### config.mk
export PLATFORM = sky130hd
export DESIGN_NAME = prcf_square
export DESIGN_NICKNAME = d
export VERILOG_FILES = /design/src/hdl/assert_macros.svh /design/src/hdl/prcf_pkg.sv /design/src/hdl/prcf_square.sv
export SDC_FILE = /design/constraint.sdc
export NUM_CORES = 2
export LEC_CHECK = 0
export ABC_CLOCK_PERIOD_IN_PS = 20300
export BUFFER_PORTS_ARGS = -buffer_cell sky130_fd_sc_hd__buf_2
export CORE_ASPECT_RATIO = 0.5
export CORE_MARGIN = 2
export CORE_UTILIZATION = 55
export DETAILED_ROUTE_END_ITERATION = 10
export PLACE_DENSITY = 0.72
export SYNTH_ARGS = -nofsm -noshare
export SYNTH_HDL_FRONTEND = slang
export SYNTH_SLANG_ARGS = --single-unit
export TNS_END_PERCENT = 1
### constraint.sdc
create_clock -name i_clk -period 20.3 [get_ports i_clk]
set_input_delay 2.03 -clock i_clk [delete_from_list [all_inputs] [get_ports i_clk]]
set_output_delay 2.03 -clock i_clk [all_outputs]
set_load 0.02 [all_outputs]
### src/hdl/assert_macros.svh
// ----------------------------------------------------------------------------
// assert_macros.svh
// Assertion helpers shared by the crop filter RTL, clocked on i_clk and
// disabled while i_rst_n is low.
// ----------------------------------------------------------------------------
`ifndef ASSERT_MACROS_SVH
`define ASSERT_MACROS_SVH

// same-cycle implication
`define ASSERT_IMP(lbl, ante, cons) \
    lbl: assert property (@(posedge i_clk) disable iff (!i_rst_n) (ante) |-> (cons)) \
        else $error("assertion failed: same-cycle implication");

// next-cycle implication
`define ASSERT_NXT(lbl, ante, cons) \
    lbl: assert property (@(posedge i_clk) disable iff (!i_rst_n) (ante) |=> (cons)) \
        else $error("assertion failed: next-cycle implication");

`endif

### src/hdl/prcf_pkg.sv
// ----------------------------------------------------------------------------
// prcf_pkg
// Shared types and constants of the point region crop filter.
// ----------------------------------------------------------------------------
`timescale 1ns / 1ps

package prcf_pkg;

    localparam int COORD_WIDTH_DEF = 32;
    localparam int REG_IDX_W       = 3;
    // half width / radius reset value: 0.5 in Q16.16
    localparam logic [47:0] SIZE_RESET = 48'd32768;

    typedef enum logic [REG_IDX_W-1:0] {
        REG_MODE     = 3'd0,
        REG_CENTER_X = 3'd1,
        REG_CENTER_Y = 3'd2,
        REG_CENTER_Z = 3'd3,
        REG_SIZE_X   = 3'd4,
        REG_SIZE_Y   = 3'd5,
        REG_SIZE_Z   = 3'd6
    } t_reg_idx;

    typedef enum logic {
        MODE_SPHERE = 1'b0,
        MODE_BOX    = 1'b1
    } t_region_mode;

    // load enables of the two register ranks of a squaring unit
    typedef struct packed {
        logic en_a;
        logic en_b;
    } t_sq_ctl;

endpackage

### src/hdl/prcf_square.sv
// ----------------------------------------------------------------------------
// prcf_square
// Exact unsigned square over two register ranks: half-width partial
// products, then their weighted sum.
// ----------------------------------------------------------------------------
`timescale 1ns / 1ps

module prcf_square
    import prcf_pkg::*;
#(
    parameter int VAL_W = COORD_WIDTH_DEF
) (
    input  logic               i_clk,
    input  t_sq_ctl            i_ctl,
    input  logic [VAL_W-1:0]   i_val,
    output logic [2*VAL_W-1:0] o_sq
);

    localparam int LoW = (VAL_W + 1) / 2;
    localparam int HiW = VAL_W - LoW;
    localparam int SqW = 2 * VAL_W;

    logic [LoW-1:0]   w_lo;
    logic [HiW-1:0]   w_hi;
    logic [2*LoW-1:0] n_ll;
    logic [VAL_W-1:0] n_lh;
    logic [2*HiW-1:0] n_hh;
    logic [2*LoW-1:0] r_ll;
    logic [VAL_W-1:0] r_lh;
    logic [2*HiW-1:0] r_hh;
    logic [SqW-1:0]   n_sq;
    logic [SqW-1:0]   r_sq;

    assign w_lo = i_val[LoW-1:0];
    assign w_hi = i_val[VAL_W-1:LoW];

    assign n_ll = w_lo * w_lo;
    assign n_lh = w_hi * w_lo;
    assign n_hh = w_hi * w_hi;

    // hi^2 * 2^2L + 2 * hi * lo * 2^L + lo^2
    assign n_sq = (SqW'(r_hh) << (2 * LoW)) + (SqW'(r_lh) << (LoW + 1)) + SqW'(r_ll);

    always_ff @(posedge i_clk) begin
        if (i_ctl.en_a) begin
            r_ll <= n_ll;
            r_lh <= n_lh;
            r_hh <= n_hh;
        end
        if (i_ctl.en_b) begin
            r_sq <= n_sq;
        end
    end

    assign o_sq = r_sq;

endmodule

==> results.cfg <==
[status]
status = complete, no violations

[logic_synthesis]
syn_inst = 3093
synth.distinct_cells = 71
synth_area_sq_mm = 0.0295
yosysSeqAreaShare_pct = 16.0
synth_edf_count = 157
yosys_register_bits = 157
avgSynthCellArea_sq_um = 9.55
syn_nets = 3985
synth_ff_type = edfxtp_1
yosysWarnings = 0
async_reset_ff_share_pct = 0

[setup_path]
start_kind = input port
arrival_ns = 9.15
crit_fanout = 26
end_kind = flip-flop
required_ns = 20.63
crit_type = input port to flip-flop

[timing]
fin_crit_ns = 8.82
setup_tns_ns = 0
hold_viol_final = 0
worst_clock_skew_ns = 0.0271
rsz0062_at_grt = false
slew_headroom_pct = 39.4
fmax_mhz = 113
worst_pin_slew_ns = 0.909
fin_crit_sh_pct = 43.4
drv_slew = 0
setup_viol_count_final = 0

[floorplan]
fp.dieW_um = 332
coreArea_sq_mm = 0.0525
initial_core_util_pct = 56.3
rows = 59
dieArea_sq_mm = 0.0557
io_pins = 99
die_height_um = 168

[finish]
fill_cells = 4472
nNetsFinal = 4002
final_cell_mix = 736 x inv_1, 521 x fa_1, 336 x ha_1
area_growth_pct = 5.42
seqCellArea_sq_mm = 0.00471
layout_commonest_cell = inv_1
drive_above_1_share_pct = 4.90
multi_input_area_sq_mm = 0.0216

[drt]
viasPerCell = 5.45
first_iter_violations = 1425
finalWirelength_um = 65700
num_vias = 20900
wl_per_cell_um = 17.2
first_pass_iters = 5
ant_nets = 0
drc = 0

[clock_network]
ctsHoldBuffers = 0
clock_path_buffers = 2
numCtsBuffers = 17
clock_latency_ns = 0.46
clkTransAtPathRegs_ns = 0.09
htreeDepth = 4
cts-root-buf = clkbuf_16
cts_setup_buffers = 0
post_cts_resized = 0
tritoncts = yes
cts_sinks = 157

[placement]
portBuffers = 97
dp_hpwl_um = 50800
gp_congestion = 0.869

[grt]
grt-ovfl-total = 0
grt_use_total_pct = 25.2
grt_pass1_wl_um = 112000
antenna_found_initial = 0
first_global_vias = 22700
grt_start_max_net_pins = 68

[hold_path]
min_path_type = flip-flop to flip-flop

[job]
cap_violations = 0
## synth_stat cells, drive strengths merged, types with 4 or more instances
master / n / area, sq um
or2: 6 / 37.5
o21ai: 48 / 240
and3: 16 / 100
a21o: 62 / 465
fa: 521 / 10400
o31ai: 8 / 60.1
ha: 336 / 4200
nand2b: 12 / 75.1
clkbuf: 102 / 383
xor2: 38 / 333
nand4: 8 / 50.1
o211ai: 12 / 90.1
o31a: 4 / 35.0
buf: 6 / 28.8
nor3: 17 / 85.1
a211oi: 20 / 160
o2111ai: 4 / 35.0
a31oi: 7 / 43.8
nor2b: 19 / 119
and4: 6 / 52.6
nand3: 34 / 170
a21boi: 5 / 37.5
inv: 736 / 2760
o21a: 16 / 120
nor2: 128 / 480
edfxtp: 157 / 4710
a2111oi: 4 / 43.8
o21bai: 8 / 60.1
a221o: 4 / 40.0
a21oi: 91 / 455
nand2: 334 / 1250
xnor2: 94 / 823
and2: 183 / 1140
a31o: 5 / 43.8
## worst paths after layout
| check | to | slack (ns) | from | cells past startpoint |
|---|---|---|---|---|
| worst max-delay path | r_hh[30]$_DFFE_PP_ | 11.48 | i_val[19] | 21 |
| worst min-delay path | o_sq[10]$_DFFE_PP_ | 0.40 | r_ll[10]$_DFFE_PP_ | 0 |
| worst max register to register | o_sq[57]$_DFFE_PP_ | 16.51 | r_ll[17]$_DFFE_PP_ | 12 |
| worst min register to register | o_sq[10]$_DFFE_PP_ | 0.40 | r_ll[10]$_DFFE_PP_ | 0 |
## critical path, stage by stage
cell and delay [ns]:
buf_2 0.50, clkinv_1 0.55, nor2_1 0.45, inv_1 0.11, fa_1 0.41, fa_1 0.47
fa_1 0.57, fa_1 0.43, fa_1 0.46, fa_1 0.49, inv_1 0.04, ha_1 0.36
a21oi_1 0.32, a21boi_1 0.16, a2111oi_1 0.52, o21a_1 0.25, o21ai_1 0.08, o211ai_1 0.17
o21ai_1 0.17, or4b_1 0.53, nand3_1 0.08
## per-layer routing
layer	track usage (%)	wire length [um]	share of wire, %	vias to the layer above
met2	45.7	33300	51	598
met1	32.1	27700	42	10600
li1	-	-	-	9585
met3	3.18	3410	5.2	82
met4	6.57	1200	1.8	0
met5	0	0	0	-
## per-stage QoR
stage	area (sq um)	util [%]	hold slack, ns	setup slack, ns	cells
after global placement	30600	58.2	0.403	11.39	3792
after detailed placement	30600	58.2	0.406	11.16	3792
after floorplan	29500	-	0.400	12.26	3093
after global routing	31100	59.3	0.414	11.23	3824
final	31100	59.3	0.404	11.48	3825
after CTS	31100	59.3	0.406	11.60	3824
## cell type report
| class | count | share of cell area (%) |
|---|---|---|
| Multi-Input combinational cell | 2089 | 69.5 |
| Clock buffer | 18 | 1.38 |
| Clock inverter | 14 | 0.478 |
| Tap cell | 701 | 2.82 |
| Timing Repair Buffer | 106 | 1.78 |
| Sequential cell | 157 | 15.1 |
| Antenna cell | 1 | 0.00804 |
| Inverter | 739 | 8.91 |
## sequential cells by signal, summed over array words and instances (netlist names)
register / count
o_sq: 63
r_lh: 32
r_ll: 31
r_hh: 31
## kinds of logic (layout without fill, tap and decap cells)
group                    count (synthesis)  in the layout  synth area share [%]
adder cells (fa/ha/maj)                857            857                  49.5
buffers and inverters                  847            877                  10.8
AND/OR/NAND/NOR                        777            777                  12.4
AO/OA/AOI/OAI                          318            318                  7.19
flip-flops                             157            157                  16.0
XOR/XNOR                               132            132                  3.91
multiplexers                             4              4                 0.148
other                                    1              2                0.0127
Power is left out: the tool's default activity adds up to more than one toggle a clock period on the data nets, which glitch-free logic cannot reach.
